===== config.mk =====
export PLATFORM = sky130hd
export DESIGN_NAME = assoc_tag_cache_lru_random_flat
export DESIGN_NICKNAME = d
export VERILOG_FILES = /design/src/rtl/atc_pkg.sv /design/src/rtl/atc_if.sv /design/src/rtl/assoc_tag_cache_lru_random.sv /design/src/rtl/atc_ctrl.sv /design/src/rtl/atc_dp.sv /design/src/flat_wrapper.sv
export SDC_FILE = /design/constraint.sdc
export NUM_CORES = 1
export LEC_CHECK = 0
export BUFFER_PORTS_ARGS = -buffer_cell sky130_fd_sc_hd__buf_2
export CAP_MARGIN = 10
export CORE_MARGIN = 5
export CORE_UTILIZATION = 40
export CTS_BUF_LIST = sky130_fd_sc_hd__clkbuf_16
export DETAILED_ROUTE_END_ITERATION = 10
export HOLD_SLACK_MARGIN = 0.1
export PLACE_DENSITY = 0.58
export SKIP_LAST_GASP = 1
export SLEW_MARGIN = 20
export SYNTH_ARGS = -nofsm -noshare
export SYNTH_HDL_FRONTEND = slang
export SYNTH_HIERARCHICAL = 1
export SYNTH_SLANG_ARGS = --single-unit

===== constraint.sdc =====
create_clock -name clk -period 15.3 [get_ports clk]
set_input_delay 0.765 -clock clk [delete_from_list [all_inputs] [get_ports clk]]
set_output_delay 0.765 -clock clk [all_outputs]
set_load 0.005 [all_outputs]

===== src/rtl/atc_pkg.sv =====
// ============================================================================
// Associative tag cache package
// Shared constants, codes, types and the LFSR step function for the tag cache.
// ============================================================================
`default_nettype none

package atc_pkg;

    // Number of slots in the tag store.
    localparam int ENTRIES = 16;
    localparam int IDX_W   = (ENTRIES > 1) ? $clog2(ENTRIES) : 1;
    localparam int RANK_W  = IDX_W;
    localparam int ID_W    = 31;
    localparam int SLOT_W  = 4;

    // Victim generator: 16-bit Galois LFSR.
    localparam int                LFSR_W    = 16;
    localparam logic [LFSR_W-1:0] LFSR_TAPS = 16'hB400;
    localparam logic [LFSR_W-1:0] LFSR_SEED = 16'h0001;

    // Reciprocal for reducing the LFSR value modulo ENTRIES:
    // floor(x / ENTRIES) == (x * MOD_RECIP) >> MOD_SHIFT for every 16-bit x.
    localparam int              MOD_SHIFT   = 32;
    localparam longint unsigned MOD_RECIP_L = ((64'd1 << MOD_SHIFT) + ENTRIES - 1) / ENTRIES;
    localparam logic [31:0]     MOD_RECIP   = 32'(MOD_RECIP_L);
    localparam int              PROD_W      = LFSR_W + 32;

    // Operation codes.
    localparam logic OP_STORE    = 1'b0;
    localparam logic OP_RETRIEVE = 1'b1;

    // Response status codes.
    typedef enum logic [2:0] {
        ST_HIT       = 3'd0,
        ST_MISS      = 3'd1,
        ST_STORED    = 3'd2,
        ST_EVICTED   = 3'd3,
        ST_REFRESHED = 3'd4
    } atc_status_t;

    // Commands from the controller to the datapath.
    typedef struct packed {
        logic capture;  // take a new request
        logic lookup;   // compare tags and register the search results
        logic update;   // commit state and load the response register
    } atc_cmd_t;

    // One step of the Galois LFSR.
    function automatic logic [LFSR_W-1:0] lfsr_step(input logic [LFSR_W-1:0] cur);
        logic [LFSR_W-1:0] nxt;
        nxt = cur >> 1;
        if (cur[0])
        begin
            nxt = nxt ^ LFSR_TAPS;
        end
        return nxt;
    endfunction

endpackage

`default_nettype wire


===== src/rtl/atc_if.sv =====
// ============================================================================
// Associative tag cache channel interfaces
// Valid/ready channels for requests, responses and the mode register write.
// ============================================================================
`default_nettype none

// Request channel: one store or retrieve request.
interface atc_req_if;
    logic                     valid;
    logic                     ready;
    logic                     operation;
    logic [atc_pkg::ID_W-1:0] message_id;

    modport source (output valid, output operation, output message_id, input ready);
    modport sink   (input valid, input operation, input message_id, output ready);
endinterface

// Response channel: one response per request.
interface atc_rsp_if;
    logic                       valid;
    logic                       ready;
    logic [2:0]                 status;
    logic [atc_pkg::SLOT_W-1:0] slot;
    logic [atc_pkg::ID_W-1:0]   evicted_id;

    modport source (output valid, output status, output slot, output evicted_id,
                    input ready);
    modport sink   (input valid, input status, input slot, input evicted_id,
                    output ready);
endinterface

// Configuration write channel for the replacement mode register.
interface atc_cfg_if;
    logic valid;
    logic ready;
    logic replace_mode;

    modport source (output valid, output replace_mode, input ready);
    modport sink   (input valid, input replace_mode, output ready);
endinterface

`default_nettype wire


===== src/rtl/assoc_tag_cache_lru_random.sv =====
// ============================================================================
// Associative tag cache with LRU or random replacement
// Sixteen-slot fully associative store of message identifiers.
// ============================================================================
// req carries one request (operation: 0 store, 1 retrieve; message_id), and
// rsp returns one response per request, in order: status, slot and, after an
// eviction, the evicted identifier. cfg writes replace_mode (0 least recently
// used, 1 pseudo-random victim); it is always ready and should be written only
// while no request is open.
// A request is captured at the accepting edge, its tags are compared in the
// next cycle and the state is committed in the update step, once the
// response register is free; the commit loads the response register and
// raises rsp.valid. The next request is taken at the commit edge at the
// earliest, so a new request is never accepted during a lookup.
// Reset empties every slot, returns the mode to least recently used and seeds
// the victim LFSR with one. No clearing pass is needed.
// While rsp.ready is low a finished response is held; one further request is
// accepted and looked up, then waits for the response register to drain.
// ============================================================================
`default_nettype none

module assoc_tag_cache_lru_random (
    input  wire logic  clk,
    input  wire logic  rst_n,
    atc_req_if.sink    req,
    atc_rsp_if.source  rsp,
    atc_cfg_if.sink    cfg
);

    atc_pkg::atc_cmd_t cmd;

    // The mode register takes a write in any cycle.
    assign cfg.ready = 1'b1;

    // Sequencing and handshakes.
    atc_ctrl u_ctrl (
        .clk       (clk),
        .rst_n     (rst_n),
        .req_valid (req.valid),
        .req_ready (req.ready),
        .rsp_valid (rsp.valid),
        .rsp_ready (rsp.ready),
        .cmd       (cmd)
    );

    // Tag store and response payload.
    atc_dp u_dp (
        .clk            (clk),
        .rst_n          (rst_n),
        .cmd            (cmd),
        .req_operation  (req.operation),
        .req_message_id (req.message_id),
        .cfg_we         (cfg.valid),
        .cfg_mode       (cfg.replace_mode),
        .rsp_status     (rsp.status),
        .rsp_slot       (rsp.slot),
        .rsp_evicted_id (rsp.evicted_id)
    );

endmodule

`default_nettype wire


===== src/rtl/atc_ctrl.sv =====
// ============================================================================
// Associative tag cache controller
// Sequences capture, lookup and update of each request and owns the
// handshake flags of the request and response channels.
// ============================================================================
`default_nettype none

module atc_ctrl (
    input  wire logic              clk,
    input  wire logic              rst_n,
    input  wire logic              req_valid,
    output logic                   req_ready,
    output logic                   rsp_valid,
    input  wire logic              rsp_ready,
    output atc_pkg::atc_cmd_t      cmd
);

    typedef enum logic [2:0] {
        S_IDLE   = 3'b001,
        S_LOOKUP = 3'b010,
        S_UPDATE = 3'b100
    } atc_state_t;

    atc_state_t state_reg;
    atc_state_t state_next;
    logic       out_valid_reg;
    logic       out_valid_next;
    logic       out_free;
    logic       accept;

    // The response register can take a new result when empty or being drained.
    assign out_free = !out_valid_reg || rsp_ready;

    // A new request is taken when idle, or at the edge that commits the current one.
    always_comb
    begin
        req_ready = (state_reg == S_IDLE) || ((state_reg == S_UPDATE) && out_free);
        accept    = req_valid && req_ready;
        cmd.capture = accept;
        cmd.lookup  = (state_reg == S_LOOKUP);
        cmd.update  = (state_reg == S_UPDATE) && out_free;
    end

    // Next state.
    always_comb
    begin
        state_next = state_reg;
        unique case (state_reg)
            S_IDLE:
            begin
                if (accept)
                begin
                    state_next = S_LOOKUP;
                end
            end
            S_LOOKUP:
            begin
                state_next = S_UPDATE;
            end
            S_UPDATE:
            begin
                if (out_free)
                begin
                    state_next = accept ? S_LOOKUP : S_IDLE;
                end
            end
            default:
            begin
                state_next = S_IDLE;
            end
        endcase
    end

    // Response valid flag.
    always_comb
    begin
        out_valid_next = out_valid_reg;
        if (cmd.update)
        begin
            out_valid_next = 1'b1;
        end
        else if (rsp_ready)
        begin
            out_valid_next = 1'b0;
        end
    end

    always_ff @(posedge clk or negedge rst_n)
    begin
        if (!rst_n)
        begin
            state_reg     <= S_IDLE;
            out_valid_reg <= 1'b0;
        end
        else
        begin
            state_reg     <= state_next;
            out_valid_reg <= out_valid_next;
        end
    end

    assign rsp_valid = out_valid_reg;

`ifndef SYNTHESIS
    // A commit never overwrites a response that is still waiting.
    a_update_free: assert property (@(posedge clk) disable iff (!rst_n)
        cmd.update |-> (!out_valid_reg || rsp_ready))
        else $error("commit while response register is occupied");

    // A captured request is looked up in the following cycle.
    a_capture_lookup: assert property (@(posedge clk) disable iff (!rst_n)
        cmd.capture |=> (state_reg == S_LOOKUP))
        else $error("captured request not looked up");

    // Lookup is always followed by the update step.
    a_lookup_update: assert property (@(posedge clk) disable iff (!rst_n)
        (state_reg == S_LOOKUP) |=> (state_reg == S_UPDATE))
        else $error("lookup not followed by update");

    // A response only appears after a commit.
    a_rsp_after_update: assert property (@(posedge clk) disable iff (!rst_n)
        $rose(out_valid_reg) |-> $past(cmd.update))
        else $error("response raised without a commit");
`endif

endmodule

`default_nettype wire


===== src/rtl/atc_dp.sv =====
// ============================================================================
// Associative tag cache datapath
// Tag store, recency ranks, victim LFSR, parallel tag match and the
// response register.
// ============================================================================
`default_nettype none

module atc_dp (
    input  wire logic                        clk,
    input  wire logic                        rst_n,
    input  wire atc_pkg::atc_cmd_t           cmd,
    input  wire logic                        req_operation,
    input  wire logic [atc_pkg::ID_W-1:0]    req_message_id,
    input  wire logic                        cfg_we,
    input  wire logic                        cfg_mode,
    output logic [2:0]                       rsp_status,
    output logic [atc_pkg::SLOT_W-1:0]       rsp_slot,
    output logic [atc_pkg::ID_W-1:0]         rsp_evicted_id
);

    localparam int N = atc_pkg::ENTRIES;
    localparam int IW = atc_pkg::IDX_W;
    localparam int RW = atc_pkg::RANK_W;
    localparam int LW = atc_pkg::LFSR_W;
    localparam logic [RW-1:0] RANK_OLDEST = RW'(N - 1);
    localparam logic [LW-1:0] ENTRIES_L   = LW'(N);

    // Architectural state.
    logic                       mode_reg;
    logic [LW-1:0]              lfsr_reg;
    logic                       valid_reg [N];
    logic [RW-1:0]              rank_reg  [N];
    logic [atc_pkg::ID_W-1:0]   id_reg    [N];

    // Captured request.
    logic                       op_reg;
    logic [atc_pkg::ID_W-1:0]   req_id_reg;

    // Registered search results.
    logic                       hit_reg;
    logic [IW-1:0]              hit_idx_reg;
    logic                       empty_reg;
    logic [IW-1:0]              empty_idx_reg;
    logic [IW-1:0]              lru_idx_reg;
    logic [LW-1:0]              step_reg;
    logic [LW-1:0]              quot_reg;

    // Response register.
    atc_pkg::atc_status_t       status_reg;
    logic [atc_pkg::SLOT_W-1:0] slot_reg;
    logic [atc_pkg::ID_W-1:0]   evict_reg;

    // Search results before registering.
    logic                       hit_c;
    logic [IW-1:0]              hit_idx_c;
    logic                       empty_c;
    logic [IW-1:0]              empty_idx_c;
    logic [IW-1:0]              lru_idx_c;
    logic [LW-1:0]              step_c;
    logic [atc_pkg::PROD_W-1:0] prod_c;

    // Commit decisions.
    logic [LW-1:0]              rem_c;
    logic [IW-1:0]              rnd_idx;
    logic [IW-1:0]              victim;
    logic                       touch_en;
    logic [IW-1:0]              touch_idx;
    logic                       touch_was;
    logic [RW-1:0]              touch_rank;
    logic                       wr_en;
    logic [IW-1:0]              wr_idx;
    logic                       lfsr_adv;
    atc_pkg::atc_status_t       status_next;
    logic [IW-1:0]              slot_next;
    logic [atc_pkg::ID_W-1:0]   evict_next;
    logic                       valid_next [N];
    logic [RW-1:0]              rank_next  [N];

    // Parallel tag match, first empty slot and the oldest slot.
    // Scanning downwards leaves the lowest index in each result.
    always_comb
    begin
        hit_c       = 1'b0;
        hit_idx_c   = '0;
        empty_c     = 1'b0;
        empty_idx_c = '0;
        lru_idx_c   = '0;
        for (int i = N - 1; i >= 0; i--)
        begin
            if (valid_reg[i] && (id_reg[i] == req_id_reg))
            begin
                hit_c     = 1'b1;
                hit_idx_c = IW'(i);
            end
            if (!valid_reg[i])
            begin
                empty_c     = 1'b1;
                empty_idx_c = IW'(i);
            end
            if (valid_reg[i] && (rank_reg[i] == RANK_OLDEST))
            begin
                lru_idx_c = IW'(i);
            end
        end
    end

    // Next LFSR value and its quotient by the slot count.
    always_comb
    begin
        step_c = atc_pkg::lfsr_step(lfsr_reg);
        prod_c = atc_pkg::PROD_W'(step_c) * atc_pkg::PROD_W'(atc_pkg::MOD_RECIP);
    end

    // Random victim: remainder of the stepped LFSR value.
    always_comb
    begin
        rem_c   = step_reg - LW'(quot_reg * ENTRIES_L);
        rnd_idx = rem_c[IW-1:0];
        victim  = mode_reg ? rnd_idx : lru_idx_reg;
    end

    // Decide the outcome of the request.
    always_comb
    begin
        touch_en    = 1'b0;
        touch_idx   = '0;
        wr_en       = 1'b0;
        wr_idx      = '0;
        lfsr_adv    = 1'b0;
        status_next = atc_pkg::ST_MISS;
        slot_next   = '0;
        evict_next  = '0;
        if (op_reg == atc_pkg::OP_RETRIEVE)
        begin
            if (hit_reg)
            begin
                touch_en    = 1'b1;
                touch_idx   = hit_idx_reg;
                status_next = atc_pkg::ST_HIT;
                slot_next   = hit_idx_reg;
            end
        end
        else if (hit_reg)
        begin
            touch_en    = 1'b1;
            touch_idx   = hit_idx_reg;
            status_next = atc_pkg::ST_REFRESHED;
            slot_next   = hit_idx_reg;
        end
        else if (empty_reg)
        begin
            touch_en    = 1'b1;
            touch_idx   = empty_idx_reg;
            wr_en       = 1'b1;
            wr_idx      = empty_idx_reg;
            status_next = atc_pkg::ST_STORED;
            slot_next   = empty_idx_reg;
        end
        else
        begin
            touch_en    = 1'b1;
            touch_idx   = victim;
            wr_en       = 1'b1;
            wr_idx      = victim;
            lfsr_adv    = mode_reg;
            status_next = atc_pkg::ST_EVICTED;
            slot_next   = victim;
            evict_next  = id_reg[victim];
        end
    end

    // Recency update: the touched slot becomes rank zero and the slots that
    // were younger than it (all valid slots on a fresh fill) age by one.
    always_comb
    begin
        touch_was  = valid_reg[touch_idx];
        touch_rank = rank_reg[touch_idx];
        for (int i = 0; i < N; i++)
        begin
            valid_next[i] = valid_reg[i];
            rank_next[i]  = rank_reg[i];
            if (touch_en)
            begin
                if (IW'(i) == touch_idx)
                begin
                    valid_next[i] = 1'b1;
                    rank_next[i]  = '0;
                end
                else if (valid_reg[i] && (!touch_was || (rank_reg[i] < touch_rank)))
                begin
                    rank_next[i] = rank_reg[i] + RW'(1);
                end
            end
        end
    end

    // Control state: mode, LFSR, valid bits and ranks.
    always_ff @(posedge clk or negedge rst_n)
    begin
        if (!rst_n)
        begin
            mode_reg <= 1'b0;
            lfsr_reg <= atc_pkg::LFSR_SEED;
            for (int i = 0; i < N; i++)
            begin
                valid_reg[i] <= 1'b0;
                rank_reg[i]  <= '0;
            end
        end
        else
        begin
            if (cfg_we)
            begin
                mode_reg <= cfg_mode;
            end
            if (cmd.update)
            begin
                if (lfsr_adv)
                begin
                    lfsr_reg <= step_reg;
                end
                for (int i = 0; i < N; i++)
                begin
                    valid_reg[i] <= valid_next[i];
                    rank_reg[i]  <= rank_next[i];
                end
            end
        end
    end

    // Payload registers: tags, request, search results and response.
    always_ff @(posedge clk)
    begin
        if (cmd.update && wr_en)
        begin
            id_reg[wr_idx] <= req_id_reg;
        end
        if (cmd.capture)
        begin
            op_reg     <= req_operation;
            req_id_reg <= req_message_id;
        end
        if (cmd.lookup)
        begin
            hit_reg       <= hit_c;
            hit_idx_reg   <= hit_idx_c;
            empty_reg     <= empty_c;
            empty_idx_reg <= empty_idx_c;
            lru_idx_reg   <= lru_idx_c;
            step_reg      <= step_c;
            quot_reg      <= prod_c[atc_pkg::PROD_W-1:atc_pkg::MOD_SHIFT];
        end
        if (cmd.update)
        begin
            status_reg <= status_next;
            slot_reg   <= atc_pkg::SLOT_W'(slot_next);
            evict_reg  <= evict_next;
        end
    end

    assign rsp_status     = 3'(status_reg);
    assign rsp_slot       = slot_reg;
    assign rsp_evicted_id = evict_reg;

endmodule

`default_nettype wire


===== src/flat_wrapper.sv =====
// flat-port wrapper written by rule: the top's interface ports become plain ports
module assoc_tag_cache_lru_random_flat 
  (clk, rst_n, req_valid, req_operation, req_message_id, req_ready, rsp_valid, rsp_status, rsp_slot, rsp_evicted_id, rsp_ready, cfg_valid, cfg_replace_mode, cfg_ready);
  atc_req_if req_i ();
  atc_rsp_if rsp_i ();
  atc_cfg_if cfg_i ();
  input  wire logic clk;
  input  wire logic rst_n;
  input wire logic [$bits(req_i.valid)-1:0] req_valid;
  input wire logic [$bits(req_i.operation)-1:0] req_operation;
  input wire logic [$bits(req_i.message_id)-1:0] req_message_id;
  output wire logic [$bits(req_i.ready)-1:0] req_ready;
  output wire logic [$bits(rsp_i.valid)-1:0] rsp_valid;
  output wire logic [$bits(rsp_i.status)-1:0] rsp_status;
  output wire logic [$bits(rsp_i.slot)-1:0] rsp_slot;
  output wire logic [$bits(rsp_i.evicted_id)-1:0] rsp_evicted_id;
  input wire logic [$bits(rsp_i.ready)-1:0] rsp_ready;
  input wire logic [$bits(cfg_i.valid)-1:0] cfg_valid;
  input wire logic [$bits(cfg_i.replace_mode)-1:0] cfg_replace_mode;
  output wire logic [$bits(cfg_i.ready)-1:0] cfg_ready;
  assign req_i.valid = req_valid;
  assign req_i.operation = req_operation;
  assign req_i.message_id = req_message_id;
  assign req_ready = req_i.ready;
  assign rsp_valid = rsp_i.valid;
  assign rsp_status = rsp_i.status;
  assign rsp_slot = rsp_i.slot;
  assign rsp_evicted_id = rsp_i.evicted_id;
  assign rsp_i.ready = rsp_ready;
  assign cfg_i.valid = cfg_valid;
  assign cfg_i.replace_mode = cfg_replace_mode;
  assign cfg_ready = cfg_i.ready;
  assoc_tag_cache_lru_random u_core (.clk(clk), .rst_n(rst_n), .req(req_i), .rsp(rsp_i), .cfg(cfg_i));
endmodule

Word level (Yosys, flattened, before mapping). Memory sizes are Yosys's and may differ from the RTL's. A register that Yosys moved wholly into a read port is not among the register bits. Index checks and enable logic that the tools add are counted.

Register bits after elaboration: 170. RAM bits: 496. Input port bits: 38. Output and inout port bits: 41. Word-level logic and storage cells: 391. Memories: 1.

Memories: u_core.u_dp.id_reg (depth 16, bits a word 31, rd ports 17, clocked after Yosys merged registers in 1, wr ports 1, RTL line atc_dp.sv:33) `logic [atc_pkg::ID_W-1:0] id_reg [N];`.

$add $sub $neg: 17. $lt $le $gt $ge: 17. Equal/unequal tests: 52. Multiplexer cells: 112. Bitwise operators: 2. Reductions and logical operators: 135.

Operators with widths (count): == test 31 bit (16); two-way mux 4 bit (65); AND reduction 3 bit (32); adder 4 x 1 -> 4 bit, second input constant (16); == test 4 bit, second input constant (16); < comparator 4 bit (16); logical AND 1 bit (51); two-way mux 3 bit (16); nonzero test 2 bit (17); == test 4 bit, first input constant (8); two-way mux 1 bit (20); logical OR 1 bit (18); binary-select mux 4 bit (select 4 bit) (1); == test 3 x 4 -> 1 bit, first input constant (4); two-way mux 16 bit (1); OR reduction 8 bit (2); AND reduction 15 bit (1); OR reduction 15 bit (1); two-way mux 2 bit (7); one-hot mux 3 bit (3 select lines) (1); == test 2 x 4 -> 1 bit, first input constant (2); AND reduction 8 bit (1); OR reduction 4 bit (2); AND reduction 2 bit (3); 15 further kinds (18).

Depth between registers and ports, before layout. An unclocked memory read counts as a cell.

Word-level depth: 18. Mapped depth: 21.

Modules after synthesis. The synthesis kept the hierarchy.

By module, submodules not included: atc_dp (times used 1, cells an instance 3160, area each 35661.7 µm², sequential area each 20325.7 µm²); atc_ctrl (times used 1, cells an instance 25, area each 232.7 µm², sequential area each 101.3 µm²); assoc_tag_cache_lru_random (times used 1, cells an instance 2, area each 11.3 µm², sequential area each 0.0 µm²).

Worst setup path before layout. No wires, ideal clock.

Kind: register to register. From: register u_core.u_dp.mode_reg. To: register u_core/u_dp/rank_reg[11] (netlist bit). Arrival time: 4.927 ns. Setup slack: 10.304 ns. Cell stages (with the launch flop): 19. Buffers on the path: 4. Clock period less this slack: 4.996 ns. Path through: dfrtp_1 -> mux2_4 -> a211oi_4 -> inv_2 -> buf_6 -> buf_6 -> clkbuf_1 -> buf_1 -> nand2_1 -> nand3_1 -> and3_1 -> o31ai_1 -> ha_1 -> o21ai_0 -> a21oi_1 -> o21ba_2 -> or2_1 -> or4_1 -> nand3_1.

Cells in the longest elaborated chain, start to end: 13.

RTL lines: start, declared (RTL line atc_dp.sv:29) `logic mode_reg;`; start signal, assigned (RTL line atc_dp.sv:214) `mode_reg <= cfg_mode;`; two-way mux 4 bit (*) (RTL line atc_dp.sv:119) `victim = mode_reg ? rnd_idx : lru_idx_reg;`; two-way mux 4 bit (*) (RTL line atc_dp.sv:150) `else if (empty_reg)`; two-way mux 4 bit (*) (RTL line atc_dp.sv:143) `else if (hit_reg)`; two-way mux 4 bit (*) (RTL line atc_dp.sv:133) `if (op_reg == atc_pkg::OP_RETRIEVE)`; NOT 4 -> 5 bit (not written as such) (RTL line atc_dp.sv:176, atc_dp.sv:177); binary-select mux 4 bit (select 4 bit) / binary-select mux 1 bit (select 4 bit) (equally long branches) (RTL line atc_dp.sv:177, atc_dp.sv:176); two-way mux 4 bit (not written as such) / two-way mux 1 bit (equally long branches) (2 in a row) (RTL line atc_dp.sv:177, atc_dp.sv:176); < comparator 4 bit / logical NOT 1 bit (equally long branches) (RTL line atc_dp.sv:189) `else if (valid_reg[i] && (!touch_was || (rank_reg[i] < touch_rank)))`; logical OR 1 bit (RTL line atc_dp.sv:189); logical AND 1 bit (RTL line atc_dp.sv:189); nonzero test 2 bit (no source line); AND reduction 3 bit (no source line); end signal, assigned by index (RTL line atc_dp.sv:225) `rank_reg[i] <= rank_next[i];`; end, declared (RTL line atc_dp.sv:32) `logic [RW-1:0] rank_reg [N];`.

Every way passes the cells marked *; elsewhere a longest branch is shown, timed or not. The select of a mux whose other input is x is not followed. A chain may end at the register's enable or synchronous reset.

Final worst setup path.
From: register u_core.u_dp.mode_reg. To: register u_core/u_dp/rank_reg[62] (netlist bit).

Same word-level chain as after synthesis.

==> metrics <==
outcome completed; yosys synthesis warning count 6; Layout area overhead 12.3%; ys flop type edfxtp_1; Worst slew margin between 20% and 30%; core area roughly 0.089 sq mm; max frequency between 0.15 and 0.2 GHz; sequential share of the synthesized area 56.9%; Reg power frac 40.9%; Clk Latency, worst-skew pair 650 ps; Syn Nets 3,289; Final Util roughly 45%; adder-cell share of the synthesized area under 10%; dpl cell area between 0.03 and 0.04 sq mm; IR drop worst, VDD between 80 and 90 uV; final slew viol count 0; critical path capture point type register; dpl hpwl approximately 77,000 um; global-route usage over all layers 23.8%; Tightest Pin Transition around 1200 ps; final hold violations 0; most frequent cells in the layout nand2_1, edfxtp_1, xnor2_1, nand3_1, nand4_1; RR Endpoint u_core/u_dp/rank_reg[62]$_DFFE_PN0P_; #FFs+latches synth 697; Max Cap Viol 0; design area 0.0403 sq mm; crit share post-route between 30% and 40%; Final Setup Violations 0; I/O Buffers 77; critical path endpoint u_core/u_dp/rank_reg[62]$_DFFE_PN0P_; Hold Crit Class in2async; clk root buf clkbuf_16; RSZ-0062 raised after global routing no; critical path class reg2reg; Chip Width 310 um; mux share of post-synthesis cell area 1.29%; pin count of the biggest net entering global routing 152; die height ~310 um; worst setup path startpoint u_core/u_dp/mode_reg$_DFFE_PN0P_; NumNets Final approximately 3,300; layout cells sized above 1 10.7%; CTS sink cnt 697; Worst R2R Start u_core/u_dp/mode_reg$_DFFE_PN0P_; Pre-antenna DRT Iters 6; Initial Utilization between 40% and 50%; most common cell after layout, fill and taps aside nand2_1; initial antenna violation count 3; Avg WL per Cell 26.3 um; Via-to-Cell Ratio between 5 and 6; worst path required time 15,830 ps; Ports 79; Synth Area in Simple Gates between 15 and 20%; DR DRC count 0; first-pass GRT wire length between 150,000 and 200,000 um; Total Negative Setup Slacks 0 ps; Cell Rows about 110; main combinational cell family by area after synthesis simple AND/OR/NAND/NOR gates; P_leak 13.9 nW; Worst R2R Setup Slack between 9000 and 10,000 ps; Yosys cell types slightly above 80; Routed Antenna Nets 0; CTS tree yes; clock group share of total power between 30% and 40%; post-layout min period 5810 ps; max reg flops ~500; Clock Pin Slew Worst Setup and Hold Paths approximately 60 ps; clk buf depth 3; Die Footprint 0.0959 sq mm; Synth Area in XOR/XNOR 12.4%; critical path launch point type register; Sw Ratio 32.6%; n_diodes 0; Compound-Gate Fraction of Synth Area between 7 and 8%; vias in the first global route around 24,000; cts hold-fix bufs 0; Syn Area/Cell about 11 sq um; ys async rst share approximately 14%; Power Density roughly 140 mW/mm^2; Post-CTS Setup Bufs 0; Combinational Power Share roughly a quarter; drt total wl around 120,000 um; Post-synth EDFFs 596; crit-path max FO 61; Synth Cell Area between 0.03 and 0.04 sq mm; cells on worst reg2reg path 17; CP arrival about 6400 ps; cts bufs inserted 80; Remaining Overflow, GRT 0; Cell Int Power between 3 and 4 mW; 1st-iter DRT viols approximately 3,300; clock skew around 22 ps; routability cong. 0.881; post_cts resized 0; NetSw between 1.5 and 2 mW; H-tree depth 3; cell count after synthesis 3,187; via count approximately 26,000
-- per-layer routing --
layer | track usage, % | part of all wire (%) | wire, um
met5 | 0 | 0.015 | 17
met1 | 34.5 | 43 | 50300
met3 | 3.41 | 7.6 | 8810
met4 | 7.74 | 3.3 | 3910
met2 | 37.3 | 46 | 53600
-- how the worst min path moves through the flow --
stage,cells after the start,startpoint,end,slack [ps]
global route,1,rst_n,u_core/u_dp/valid_reg[11]$_DFFE_PN0P_,270
global placement,0,u_core/u_dp/lfsr_reg[5]$_DFFE_PN0P_,u_core/u_dp/step_reg[4]$_DFFE_PP_,430
floorplan,0,u_core/u_dp/lfsr_reg[1]$_DFFE_PN0P_,u_core/u_dp/step_reg[0]$_DFFE_PP_,420
finish,1,rst_n,u_core/u_dp/valid_reg[11]$_DFFE_PN0P_,200
detailed placement,0,u_core/u_dp/lfsr_reg[7]$_DFFE_PN0P_,u_core/u_dp/step_reg[6]$_DFFE_PP_,430
CTS,1,rst_n,u_core/u_dp/valid_reg[7]$_DFFE_PN0P_,220
-- per-stage QoR --
| stage | power (mW) | instances | hold WS, ps | setup WS [ps] |
|---|---|---|---|---|
| 6_report | 5.60 | 4438 | 203 | 9490 |
| 4_1_cts | 5.62 | 4436 | 222 | 9570 |
| 5_1_grt | 5.82 | 4438 | 269 | 9090 |
| 3_5_place_dp | 3.68 | 4292 | 433 | 9570 |
| 2_1_floorplan | 3.16 | 3187 | 421 | 10300 |
| 3_3_place_gp | 3.68 | 4292 | 426 | 9650 |
-- worst max-delay path, stage by stage (launching register included) --
cell and delay (ps):
dfrtp_1 820, mux2_4 660, o211ai_2 360, and2_0 200, clkinv_1 510, buf_4 430, and3_1 170, a311oi_1 200
a311o_1 150, o21ai_1 230, buf_4 290, ha_1 200, or4_1 460, a31oi_1 250, nor2_1 80, a211oi_2 330
o21ai_0 150, a21o_1 190
-- synthesized netlist by cell type, drive strengths merged (3+ instances only) --
library cell	instances	area, sq um
a2111oi	4	35.0
a211oi	6	67.6
a21boi	9	67.6
a21o	4	30.0
a21oi	22	114
a221oi	4	35.0
a22o	22	193
a311o	3	30.0
a311oi	128	1120
a31oi	22	156
a32o	5	50.1
and2	15	93.8
and3	68	425
and4	9	78.8
buf	37	188
clkbuf	174	653
dfrtp	99	2480
edfxtp	596	17900
ha	64	801
inv	27	101
mux2	31	353
mux2i	11	110
nand2	637	2390
nand2b	16	100
nand3	192	966
nand3b	21	158
nand4	142	888
nor2	84	315
nor2b	4	25.0
nor3	50	255
nor3b	5	42.5
nor4	41	263
nor4b	3	26.3
o211ai	26	240
o21a	5	38.8
o21ai	34	170
o22ai	4	25.0
o31ai	7	52.6
or2	3	18.8
or3	5	31.3
or4	16	120
xnor2	476	4170
xor2	34	298
-- cell families after synthesis --
logic type                 count (synthesis)
AOI/OAI and AO/OA                        319
xor gates and xnor gates                 510
adders and majority gates                 64
buffers and inverters                    239
DFF                                      697
muxes                                     42
other                                      1
and+or+nand+nor                         1315
-- cell type report --
type                       instances  area [sq um]
sequential                       697         20400
multi-input combinational       2251         14700
clock inverter                    62           548
fill                            8176         48500
timing repair buffer             153          1020
clock buffer                      82          2050
inverter                          28           105
tap                             1165          1460
-- power by group through the flow --
stage                     combinational, mW  clock (mW)  sequential, mW
after global routing                   1.46        2.06            2.30
after detailed placement               1.35           0            2.33
final                                  1.37        1.94            2.29
after CTS                              1.36        1.98            2.29
after global placement                 1.35           0            2.33
after floorplan                       0.839           0            2.32
Power figures use the tool's default switching activity.
